$ cat src/rtl/dlfs_pkg.sv
package dlfs_pkg;

    localparam int MAX_COLUMNS_DEFAULT = 15;
    localparam int SLOT_BITS_DEFAULT   = 4;

    localparam logic [7:0] CH_LF = 8'd10;
    localparam logic [7:0] CH_CR = 8'd13;

    // Columns are counted in four bits and stop at fifteen.
    localparam logic [3:0] COL_TOP = 4'd15;

    // Result queue geometry; the depth must stay a power of two.
    localparam int RES_DEPTH = 4;
    localparam int RES_PTR_W = 2;
    localparam int RES_CNT_W = 3;

    localparam int CFG_IDX_W  = 3;
    localparam int CFG_DATA_W = 64;

    localparam logic [CFG_IDX_W-1:0] CFG_DELIM_FIRST       = 3'd0;
    localparam logic [CFG_IDX_W-1:0] CFG_DELIM_SECOND      = 3'd1;
    localparam logic [CFG_IDX_W-1:0] CFG_COMMENT_MARK      = 3'd2;
    localparam logic [CFG_IDX_W-1:0] CFG_DROP_BLANK_LINES  = 3'd3;
    localparam logic [CFG_IDX_W-1:0] CFG_SKIP_EMPTY_FIELDS = 3'd4;
    localparam logic [CFG_IDX_W-1:0] CFG_MAX_COLUMN        = 3'd5;
    localparam logic [CFG_IDX_W-1:0] CFG_COLUMN_MAP        = 3'd6;

    localparam logic [7:0]  RST_DELIM_FIRST       = 8'd32;
    localparam logic [7:0]  RST_DELIM_SECOND      = 8'd9;
    localparam logic [7:0]  RST_COMMENT_MARK      = 8'd35;
    localparam logic        RST_DROP_BLANK_LINES  = 1'b1;
    localparam logic        RST_SKIP_EMPTY_FIELDS = 1'b1;
    localparam logic [3:0]  RST_MAX_COLUMN        = 4'd15;
    localparam logic [63:0] RST_COLUMN_MAP        = 64'd0;

    typedef enum logic [1:0] {
        PH_START   = 2'd0,
        PH_CONTENT = 2'd1,
        PH_WAIT    = 2'd2
    } phase_t;

    typedef enum logic [1:0] {
        ST_OK  = 2'd0,
        ST_FEW = 2'd1,
        ST_EOF = 2'd2
    } status_t;

    typedef struct packed {
        logic [7:0]  delim_first;
        logic [7:0]  delim_second;
        logic [7:0]  comment_mark;
        logic        drop_blank_lines;
        logic        skip_empty_fields;
        logic [3:0]  max_column;
        logic [63:0] column_map;
    } cfg_t;

    typedef struct packed {
        logic [7:0]  out_byte;
        logic        has_byte;
        logic [3:0]  slot;
        logic [3:0]  column_index;
        logic        field_done;
        logic        line_done;
        status_t     status;
        logic [31:0] line_number;
        logic        last_result;
    } result_t;

    function automatic logic [3:0] col_inc(logic [3:0] col);
        return (col == COL_TOP) ? col : col + 4'd1;
    endfunction

    function automatic logic [3:0] slot_of(logic [63:0] map, logic [3:0] col,
                                           logic [3:0] mask);
        return map[{col, 2'b00} +: 4] & mask;
    endfunction

endpackage

$ cat src/rtl/delimited_line_field_splitter_unit.sv
// Splits a text stream, one byte per request, into lines and fields and emits
// field bytes, field ends and line status as result requests. A new request is
// taken every clock cycle as long as results keep draining: the parser works
// on the request in the accept cycle and writes its results into a four-entry
// result queue, which registers them; they are offered once earlier results have drained.
// The input stalls whenever fewer than two queue entries are free, because an
// end-of-input request can produce two results (closing the open line, then
// the end-of-file report). Configuration registers are written through the
// plain write port and should only change while no results are pending.
module delimited_line_field_splitter_unit #(
    parameter int MAX_COLUMNS = dlfs_pkg::MAX_COLUMNS_DEFAULT,
    parameter int SLOT_BITS   = dlfs_pkg::SLOT_BITS_DEFAULT
) (
    input  logic                           clk,
    input  logic                           rst_n,

    input  logic                           cfg_we,
    input  logic [dlfs_pkg::CFG_IDX_W-1:0] cfg_index,
    input  logic [dlfs_pkg::CFG_DATA_W-1:0] cfg_data,

    input  logic                           in_valid,
    output logic                           in_stall,
    input  logic [7:0]                     text_byte,
    input  logic                           end_of_input,

    output logic                           out_valid,
    input  logic                           out_stall,
    output logic [7:0]                     out_byte,
    output logic                           has_byte,
    output logic [3:0]                     slot,
    output logic [3:0]                     column_index,
    output logic                           field_done,
    output logic                           line_done,
    output logic [1:0]                     status,
    output logic [31:0]                    line_number,
    output logic                           last_result
);

    dlfs_pkg::cfg_t    cfg_reg;
    dlfs_pkg::result_t res0, res1, head;
    logic [1:0]        push_cnt;
    logic              accept;
    logic              room_for_two;

    assign in_stall = !room_for_two;
    assign accept   = in_valid && room_for_two;

    always_ff @(posedge clk or negedge rst_n) begin
        if (!rst_n) begin
            cfg_reg.delim_first       <= dlfs_pkg::RST_DELIM_FIRST;
            cfg_reg.delim_second      <= dlfs_pkg::RST_DELIM_SECOND;
            cfg_reg.comment_mark      <= dlfs_pkg::RST_COMMENT_MARK;
            cfg_reg.drop_blank_lines  <= dlfs_pkg::RST_DROP_BLANK_LINES;
            cfg_reg.skip_empty_fields <= dlfs_pkg::RST_SKIP_EMPTY_FIELDS;
            cfg_reg.max_column        <= dlfs_pkg::RST_MAX_COLUMN;
            cfg_reg.column_map        <= dlfs_pkg::RST_COLUMN_MAP;
        end else if (cfg_we) begin
            case (cfg_index)
                dlfs_pkg::CFG_DELIM_FIRST:       cfg_reg.delim_first       <= cfg_data[7:0];
                dlfs_pkg::CFG_DELIM_SECOND:      cfg_reg.delim_second      <= cfg_data[7:0];
                dlfs_pkg::CFG_COMMENT_MARK:      cfg_reg.comment_mark      <= cfg_data[7:0];
                dlfs_pkg::CFG_DROP_BLANK_LINES:  cfg_reg.drop_blank_lines  <= cfg_data[0];
                dlfs_pkg::CFG_SKIP_EMPTY_FIELDS: cfg_reg.skip_empty_fields <= cfg_data[0];
                dlfs_pkg::CFG_MAX_COLUMN:        cfg_reg.max_column        <= cfg_data[3:0];
                dlfs_pkg::CFG_COLUMN_MAP:        cfg_reg.column_map        <= cfg_data;
                default: ;
            endcase
        end
    end

    dlfs_parse #(
        .MAX_COLUMNS (MAX_COLUMNS),
        .SLOT_BITS   (SLOT_BITS)
    ) u_parse (
        .clk          (clk),
        .rst_n        (rst_n),
        .accept       (accept),
        .text_byte    (text_byte),
        .end_of_input (end_of_input),
        .cfg          (cfg_reg),
        .res0         (res0),
        .res1         (res1),
        .push_cnt     (push_cnt)
    );

    dlfs_result_fifo u_fifo (
        .clk          (clk),
        .rst_n        (rst_n),
        .wr_data0     (res0),
        .wr_data1     (res1),
        .push_cnt     (push_cnt),
        .pop          (!out_stall),
        .rd_data      (head),
        .not_empty    (out_valid),
        .room_for_two (room_for_two)
    );

    assign out_byte     = head.out_byte;
    assign has_byte     = head.has_byte;
    assign slot         = head.slot;
    assign column_index = head.column_index;
    assign field_done   = head.field_done;
    assign line_done    = head.line_done;
    assign status       = head.status;
    assign line_number  = head.line_number;
    assign last_result  = head.last_result;

endmodule

$ cat src/rtl/dlfs_parse.sv
module dlfs_parse #(
    parameter int MAX_COLUMNS = dlfs_pkg::MAX_COLUMNS_DEFAULT,
    parameter int SLOT_BITS   = dlfs_pkg::SLOT_BITS_DEFAULT
) (
    input  logic             clk,
    input  logic             rst_n,
    input  logic             accept,
    input  logic [7:0]       text_byte,
    input  logic             end_of_input,
    input  dlfs_pkg::cfg_t   cfg,
    output dlfs_pkg::result_t res0,
    output dlfs_pkg::result_t res1,
    output logic [1:0]       push_cnt
);

    localparam logic [3:0] SLOT_MASK = 4'((1 << SLOT_BITS) - 1);
    localparam logic [3:0] COL_LIMIT = 4'(MAX_COLUMNS);

    dlfs_pkg::phase_t phase_reg, phase_next;
    logic [3:0]       cols_reg, cols_next;
    logic             fopen_reg, fopen_next;
    logic [31:0]      lines_reg, lines_next;

    logic             is_lf, is_eol, is_delim, is_comment;
    logic [3:0]       lim;
    logic [3:0]       cur_cols;
    logic             cur_fopen;
    logic [31:0]      num;
    logic             le_fd;
    logic [3:0]       le_col;
    logic [3:0]       fld_col;
    logic [3:0]       fld_slot;
    logic             fld_counted;
    logic             fld_done;
    logic [1:0]       res_cnt;
    dlfs_pkg::result_t le_res;

    always_ff @(posedge clk or negedge rst_n) begin
        if (!rst_n) begin
            phase_reg <= dlfs_pkg::PH_START;
            cols_reg  <= '0;
            fopen_reg <= 1'b0;
            lines_reg <= '0;
        end else if (accept) begin
            phase_reg <= phase_next;
            cols_reg  <= cols_next;
            fopen_reg <= fopen_next;
            lines_reg <= lines_next;
        end
    end

    always_comb begin
        is_lf      = (text_byte == dlfs_pkg::CH_LF);
        is_eol     = is_lf || (text_byte == dlfs_pkg::CH_CR);
        is_delim   = (text_byte == cfg.delim_first) || (text_byte == cfg.delim_second);
        is_comment = (cfg.comment_mark != 8'd0) && (text_byte == cfg.comment_mark);
        lim        = (cfg.max_column > COL_LIMIT) ? COL_LIMIT : cfg.max_column;

        // A new line starts with a clean column count.
        cur_cols  = (phase_reg == dlfs_pkg::PH_START) ? 4'd0 : cols_reg;
        cur_fopen = (phase_reg == dlfs_pkg::PH_START) ? 1'b0 : fopen_reg;
        num       = (phase_reg == dlfs_pkg::PH_START) ? lines_reg + 32'd1 : lines_reg;

        // Line end: an open field, or an empty one when empty fields count.
        le_fd  = cur_fopen || !cfg.skip_empty_fields;
        le_col = cur_fopen ? cur_cols
               : (cfg.skip_empty_fields ? cur_cols : dlfs_pkg::col_inc(cur_cols));
        le_res              = '0;
        le_res.slot         = le_fd ? dlfs_pkg::slot_of(cfg.column_map, le_col, SLOT_MASK)
                                    : 4'd0;
        le_res.column_index = le_col;
        le_res.field_done   = le_fd;
        le_res.line_done    = 1'b1;
        le_res.status       = (le_col >= lim) ? dlfs_pkg::ST_OK : dlfs_pkg::ST_FEW;
        le_res.line_number  = num;

        fld_col     = cur_fopen ? cur_cols : dlfs_pkg::col_inc(cur_cols);
        fld_slot    = dlfs_pkg::slot_of(cfg.column_map, fld_col, SLOT_MASK);
        fld_counted = cur_fopen || !cfg.skip_empty_fields;
        fld_done    = (fld_col >= lim);

        phase_next = phase_reg;
        cols_next  = cols_reg;
        fopen_next = fopen_reg;
        lines_next = lines_reg;
        res0       = '0;
        res1       = '0;
        res_cnt    = 2'd0;

        if (end_of_input) begin
            // A line still in content is closed before the end-of-file report.
            if (phase_reg == dlfs_pkg::PH_CONTENT) begin
                res0    = le_res;
                res_cnt = 2'd1;
            end
            res1             = '0;
            res1.status      = dlfs_pkg::ST_EOF;
            res1.line_number = lines_reg;
            res1.last_result = 1'b1;
            if (res_cnt == 2'd0) begin
                res0    = res1;
                res_cnt = 2'd1;
            end else begin
                res_cnt = 2'd2;
            end
            phase_next = dlfs_pkg::PH_START;
            cols_next  = '0;
            fopen_next = 1'b0;
        end else begin
            case (phase_reg)
                dlfs_pkg::PH_START,
                dlfs_pkg::PH_CONTENT: begin
                    lines_next = num;
                    cols_next  = cur_cols;
                    fopen_next = cur_fopen;
                    if (phase_reg == dlfs_pkg::PH_START && is_eol) begin
                        if (!cfg.drop_blank_lines) begin
                            res0    = le_res;
                            res_cnt = 2'd1;
                        end
                        phase_next = is_lf ? dlfs_pkg::PH_START : dlfs_pkg::PH_WAIT;
                        cols_next  = '0;
                        fopen_next = 1'b0;
                    end else if (phase_reg == dlfs_pkg::PH_START && is_comment) begin
                        phase_next = dlfs_pkg::PH_WAIT;
                    end else if (is_eol) begin
                        res0       = le_res;
                        res_cnt    = 2'd1;
                        phase_next = is_lf ? dlfs_pkg::PH_START : dlfs_pkg::PH_WAIT;
                        cols_next  = '0;
                        fopen_next = 1'b0;
                    end else if (is_delim) begin
                        phase_next = dlfs_pkg::PH_CONTENT;
                        if (fld_counted) begin
                            res0.slot         = fld_slot;
                            res0.column_index = fld_col;
                            res0.field_done   = 1'b1;
                            res0.line_done    = fld_done;
                            res0.status       = dlfs_pkg::ST_OK;
                            res0.line_number  = num;
                            res_cnt           = 2'd1;
                            fopen_next        = 1'b0;
                            cols_next         = fld_col;
                            // Reaching the column limit ends the line early.
                            if (fld_done) begin
                                phase_next = dlfs_pkg::PH_WAIT;
                                cols_next  = '0;
                            end
                        end
                    end else begin
                        phase_next = dlfs_pkg::PH_CONTENT;
                        cols_next  = fld_col;
                        fopen_next = 1'b1;
                        if (fld_slot != 4'd0) begin
                            res0.out_byte     = text_byte;
                            res0.has_byte     = 1'b1;
                            res0.slot         = fld_slot;
                            res0.column_index = fld_col;
                            res0.line_number  = num;
                            res_cnt           = 2'd1;
                        end
                    end
                    if (res_cnt != 2'd0) begin
                        res0.last_result = 1'b1;
                    end
                end
                default: begin
                    if (is_lf) begin
                        phase_next = dlfs_pkg::PH_START;
                    end
                end
            endcase
        end

        push_cnt = accept ? res_cnt : 2'd0;
    end

    // Only an end-of-input request can produce two results.
    assert property (@(posedge clk) disable iff (!rst_n)
        (push_cnt == 2'd2) |-> end_of_input)
        else $error("two results from a text byte");

    assert property (@(posedge clk) disable iff (!rst_n)
        (accept && end_of_input) |=> (phase_reg == dlfs_pkg::PH_START) && (cols_reg == 4'd0))
        else $error("splitter not back at line start after end of input");

    assert property (@(posedge clk) disable iff (!rst_n)
        (accept && !end_of_input && phase_reg == dlfs_pkg::PH_START)
        |=> (lines_reg == $past(lines_reg) + 32'd1))
        else $error("line count did not advance at a line start");

endmodule

$ cat src/rtl/dlfs_result_fifo.sv
module dlfs_result_fifo (
    input  logic              clk,
    input  logic              rst_n,
    input  dlfs_pkg::result_t wr_data0,
    input  dlfs_pkg::result_t wr_data1,
    input  logic [1:0]        push_cnt,
    input  logic              pop,
    output dlfs_pkg::result_t rd_data,
    output logic              not_empty,
    output logic              room_for_two
);

    localparam logic [dlfs_pkg::RES_CNT_W-1:0] DEPTH_CNT =
        dlfs_pkg::RES_CNT_W'(dlfs_pkg::RES_DEPTH);

    dlfs_pkg::result_t mem_reg [dlfs_pkg::RES_DEPTH];
    logic [dlfs_pkg::RES_PTR_W-1:0] wptr_reg, wptr_next;
    logic [dlfs_pkg::RES_PTR_W-1:0] rptr_reg, rptr_next;
    logic [dlfs_pkg::RES_CNT_W-1:0] count_reg, count_next;
    logic [dlfs_pkg::RES_PTR_W-1:0] wptr_plus1;
    logic                           do_pop;

    assign wptr_plus1   = wptr_reg + 1'b1;
    assign do_pop       = pop && not_empty;
    assign not_empty    = (count_reg != '0);
    assign room_for_two = (count_reg <= DEPTH_CNT - 2'd2);
    assign rd_data      = mem_reg[rptr_reg];

    always_comb begin
        wptr_next  = wptr_reg + dlfs_pkg::RES_PTR_W'(push_cnt);
        rptr_next  = rptr_reg + dlfs_pkg::RES_PTR_W'(do_pop);
        count_next = count_reg + dlfs_pkg::RES_CNT_W'(push_cnt)
                   - dlfs_pkg::RES_CNT_W'(do_pop);
    end

    always_ff @(posedge clk or negedge rst_n) begin
        if (!rst_n) begin
            wptr_reg  <= '0;
            rptr_reg  <= '0;
            count_reg <= '0;
        end else begin
            wptr_reg  <= wptr_next;
            rptr_reg  <= rptr_next;
            count_reg <= count_next;
        end
    end

    always_ff @(posedge clk) begin
        if (push_cnt != 2'd0) begin
            mem_reg[wptr_reg] <= wr_data0;
        end
        if (push_cnt == 2'd2) begin
            mem_reg[wptr_plus1] <= wr_data1;
        end
    end

    assert property (@(posedge clk) disable iff (!rst_n)
        count_reg <= DEPTH_CNT)
        else $error("result queue overflow");

endmodule
$ cat config.mk
export PLATFORM = sky130hd
export DESIGN_NAME = delimited_line_field_splitter_unit
export DESIGN_NICKNAME = d
export VERILOG_FILES = /design/src/rtl/dlfs_pkg.sv /design/src/rtl/delimited_line_field_splitter_unit.sv /design/src/rtl/dlfs_parse.sv /design/src/rtl/dlfs_result_fifo.sv
export SDC_FILE = /design/constraint.sdc
export NUM_CORES = 1
export LEC_CHECK = 0
export BUFFER_PORTS_ARGS = -buffer_cell sky130_fd_sc_hd__buf_4
export CORE_ASPECT_RATIO = 1.2
export CORE_UTILIZATION = 60
export DETAILED_ROUTE_END_ITERATION = 8
export HOLD_SLACK_MARGIN = 0.02
export PLACE_DENSITY = 0.79
export RECOVER_POWER = 25
export SLEW_MARGIN = 10
export SYNTH_ARGS = -nofsm -noshare
export SYNTH_HDL_FRONTEND = slang
export SYNTH_SLANG_ARGS = --single-unit
$ cat constraint.sdc
create_clock -name clk -period 6.4 [get_ports clk]
set_input_delay 0.32 -clock clk [delete_from_list [all_inputs] [get_ports clk]]
set_output_delay 0.32 -clock clk [all_outputs]
set_load 0.01 [all_outputs]
==> summary.md <==
Setup repair after global routing left no endpoint under its margin. The worst setup path is captured at a flop. The sequential cell area fraction in the yosys report was 51.5%. The instance area after placement was 19100 sq um. Setup total negative slack on the finished layout was measured at 0 ns. Routed signal wires occupy layers up through met4. For this block, wires on met1 add up to 17200 um.

After synthesis, the share of flip-flops with an asynchronous set or reset is 39.3%. For the net count reported at finish, the log shows 1787. Data arrives at the worst endpoint at 6.08 ns.

Clock latency on the worst-skew pair, taken at its later pin, is 0.52 ns. The area of the core was 29000 sq um; the pin count of the biggest net entering global routing was 81. The initial antenna violation count was 0.

The run gives 0.726 ns as the worst setup margin. The worst hold path was traced through 2 stages. The sum of net half-perimeters after detailed placement is 29100 um, and the post-synthesis instance area is 17900 sq um.

In the final layout, the share of cells above drive strength 1 is 24.4%. Yosys attributes the largest share of cell area to edfxtp_1 (23%), dfrtp_1 (18%), dfxtp_1 (9.0%). The run finished, with violations left. Counting flops and latches in the post-synthesis netlist gives 356. Along the worst path, the maximum fanout reaches 13. The number of fill cells is 2024, and the number of placement rows is 68.

Multi-input gate area in the final layout: 8050 sq um. The total of buffers placed on input and output ports is 136, and the routability congestion estimate is 0.936. The tool flagged a number of max-cap violations equal to 2. 0 antenna diodes ended up in the layout. Once layout is done, the placed cells without fillers occupy 20600 sq um. The required time reported for the critical path endpoint was 6.81 ns. The most used flip-flop cell after synthesis is edfxtp_1. Relative slew slack: -179%. The final hold violation count was 0; the worst IR drop on VDD was 282 uV.

The first global-routing pass estimated 71200 um of wire. Synthesis produced a netlist with a net count of 1682. Number of global-route vias before repair: 13500.

The tools report the instance count of the mapped netlist as 1585. After detailed routing, the number of remaining DRC violations is 0. The detailed-route vias per instance was 6.33; the overall fraction of global-route tracks in use was 29.7%. edfxtp_1 is the most common cell in the netlist. The worst setup path is of the flop to flop kind. The average detailed-routed wire length per instance was 21.3 um. For this design the top-level I/O count stands at 137. Summing all flip-flop and latch instances after layout gives 9210 sq um. Measured in cells, the most critical reg-to-reg path has a length of 19. The type of element launching the critical path was a flop. The clock period could shrink to 5.67 ns. TritonCTS built the clock tree. Buffers added to address setup during post-CTS repair amount to 0. Clock transition at the registers of the reported paths: 0.06 ns. Flip-flop count of the largest register after layout: 216. For the number of placed instances, taps included, the log shows 2011. On the final layout, the worst hold slack is 0.0335 ns.

The setup slack after placement is 0.776 ns, and the die boundary width is 160 um. The tightest min-delay check is of the input port to flop type. The peak clock frequency supported by timing was 0.176 GHz. The clock drives 356 sinks. In this run the static leakage power is 7.84 nW.

For the pin with the worst max-slew slack, the measured transition is 4.18 ns. Of the post-synthesis cell area, the dominant cell type holds 22.8%. Measured on the finished design, the core utilization comes to 70.9%. For the max-slew violation count, the log shows 146. The final reports fail on max-capacitance violations, max-slew violations. Warning count from the yosys run: 0. The area growth from synthesis to layout is 15.0%.

The tree is rooted in a clkbuf_16. Of all cell types, the one taking the most synthesized area is edfxtp_1. The tools report the maximum number of buffers from clock root to sink as 3. For this run, the detailed router's first-pass iteration total came to 9. The logs give 61.6% for the initial cell density of the core and 22900 um for the wire length on met2.

Number of H-tree branching levels: 2. On the final layout, the worst clock skew is 0.0114 ns. The run gives 991 as the count of routing violations after the opening detailed-route iteration. The commonest cells after synthesis are edfxtp_1 (136), dfrtp_1 (128), o21ai_0 (128). In this run, distinct cell masters in the synthesized netlist total 85.

Number of buffers inserted during clock tree synthesis: 36. From bottom edge to top edge, the die measures 191 um. For the routed wire length, the log shows 44800 um.

Dividing the synthesized area by the synthesized cell count gives 11.3 sq um. The final route contains 13300 vias. For this run, the number of standard cells in the final layout without fillers is 2103.

The tools report the number of setup violations in the final report as 0. Summed over all nets, wire length on met3 after detailed routing comes to 2590 um. In this run the remaining antenna-violating nets after routing total 0. The global route total overflow is 0.

In this run the power density over the cells is 412 nW/um^2. Power comes to 8.46 mW. The period utilization is 88.7%, and the overall die area is 30500 sq um. The synthesized design contains 136 enable-type register cells.
-- kinds of logic after synthesis --
group	after synthesis	synth area share [%]
xor+xnor	62	3.04
flops	356	51.5
compound gates	362	13.0
buf+inv	151	3.60
fa+ha+maj	16	1.16
mux	175	14.3
simple gates	463	13.4
-- layout by cell type, fill, tap and decap left out, types with 6 or more instances in the layout --
cell	count
a21oi_1	66
nand2b_1	11
dfxtp_1	80
a211oi_1	32
o21ai_0	127
dlygate4sd3_1	26
a21o_1	27
a31o_2	7
a22oi_1	22
mux2_2	98
buf_4	155
clkbuf_1	9
and3_1	12
dfrtp_1	126
o22ai_1	21
edfxtp_1	136
ha_1	15
nand4b_1	6
nor3_1	26
mux2i_1	22
nand3_1	106
and2_1	48
clkbuf_8	8
nor2b_1	22
xnor2_1	53
dfstp_2	7
a31oi_1	7
nand2_1	86
inv_1	29
nor4b_1	7
nand4_1	13
mux4_2	54
nor2_1	88
clkinv_2	6
xor2_1	9
clkbuf_16	38
or3_1	9
-- cell type report --
class                   count  area share [%]
clock buffers              51            5.25
clock inverters            15           0.822
inverters                  33           0.603
well taps                 385            2.34
repair buffers            185            7.00
multi-input cells        1078            39.2
flip-flops and latches    356            44.8
-- power by group --
group	internal (mW)	total (mW)	switching, mW	leakage, nW
registers	2.88	3.29	0.404	3.61
clock network	1.30	2.19	0.884	0.613
logic	1.40	2.99	1.59	3.62
-- what timing repair did --
item,in CTS,in global routing
hold buffers,26,0
resized for setup,0,0
hold endpoints to repair,98,0
-- critical path: stages (launching register included) --
cell and delay (ns):
dfrtp_1 0.57, or2_4 0.30, nand2_1 0.14, inv_1 0.10, ha_1 0.43, a31oi_4 0.18
o21ai_2 0.30, nand2_4 0.16, mux2i_1 0.15, a2111oi_0 0.53, or4_1 0.28, nor4_4 0.07
a211oi_4 0.67, nor2_1 0.16, or3_1 0.43, ha_1 0.29, inv_1 0.04, ha_1 0.20
fa_1 0.41, xnor2_1 0.14
-- worst paths after layout --
path	startpoint	end	slack, ns
setup reg to reg	u_parse.phase_reg[1]$_DFFE_PN0P_	u_fifo.count_reg[2]$_DFF_PN0_	0.73
max in group asynchronous	rst_n	u_fifo.rptr_reg[0]$_DFF_PN0_	2.01
hold / removal	cfg_data[17]	cfg_reg[17]$_DFFE_PN0P_	0.03
hold reg to reg	u_fifo.mem_reg[0][49]$_SDFFE_PP0P_	u_fifo.mem_reg[0][49]$_SDFFE_PP0P_	0.47
setup / recovery	u_parse.phase_reg[1]$_DFFE_PN0P_	u_fifo.count_reg[2]$_DFF_PN0_	0.73
min in group asynchronous	rst_n	cfg_reg[86]$_DFFE_PN0P_	1.81
-- layer usage --
| layer | up-vias | GRT usage [%] |
|---|---|---|
| met5 | - | 0 |
| met1 | 6543 | 36.0 |
| met4 | 0 | 15.6 |
| met3 | 138 | 3.58 |
| li1 | 6071 | - |
| met2 | 564 | 52.3 |
Note: power is estimated with default switching activity, not from simulation.
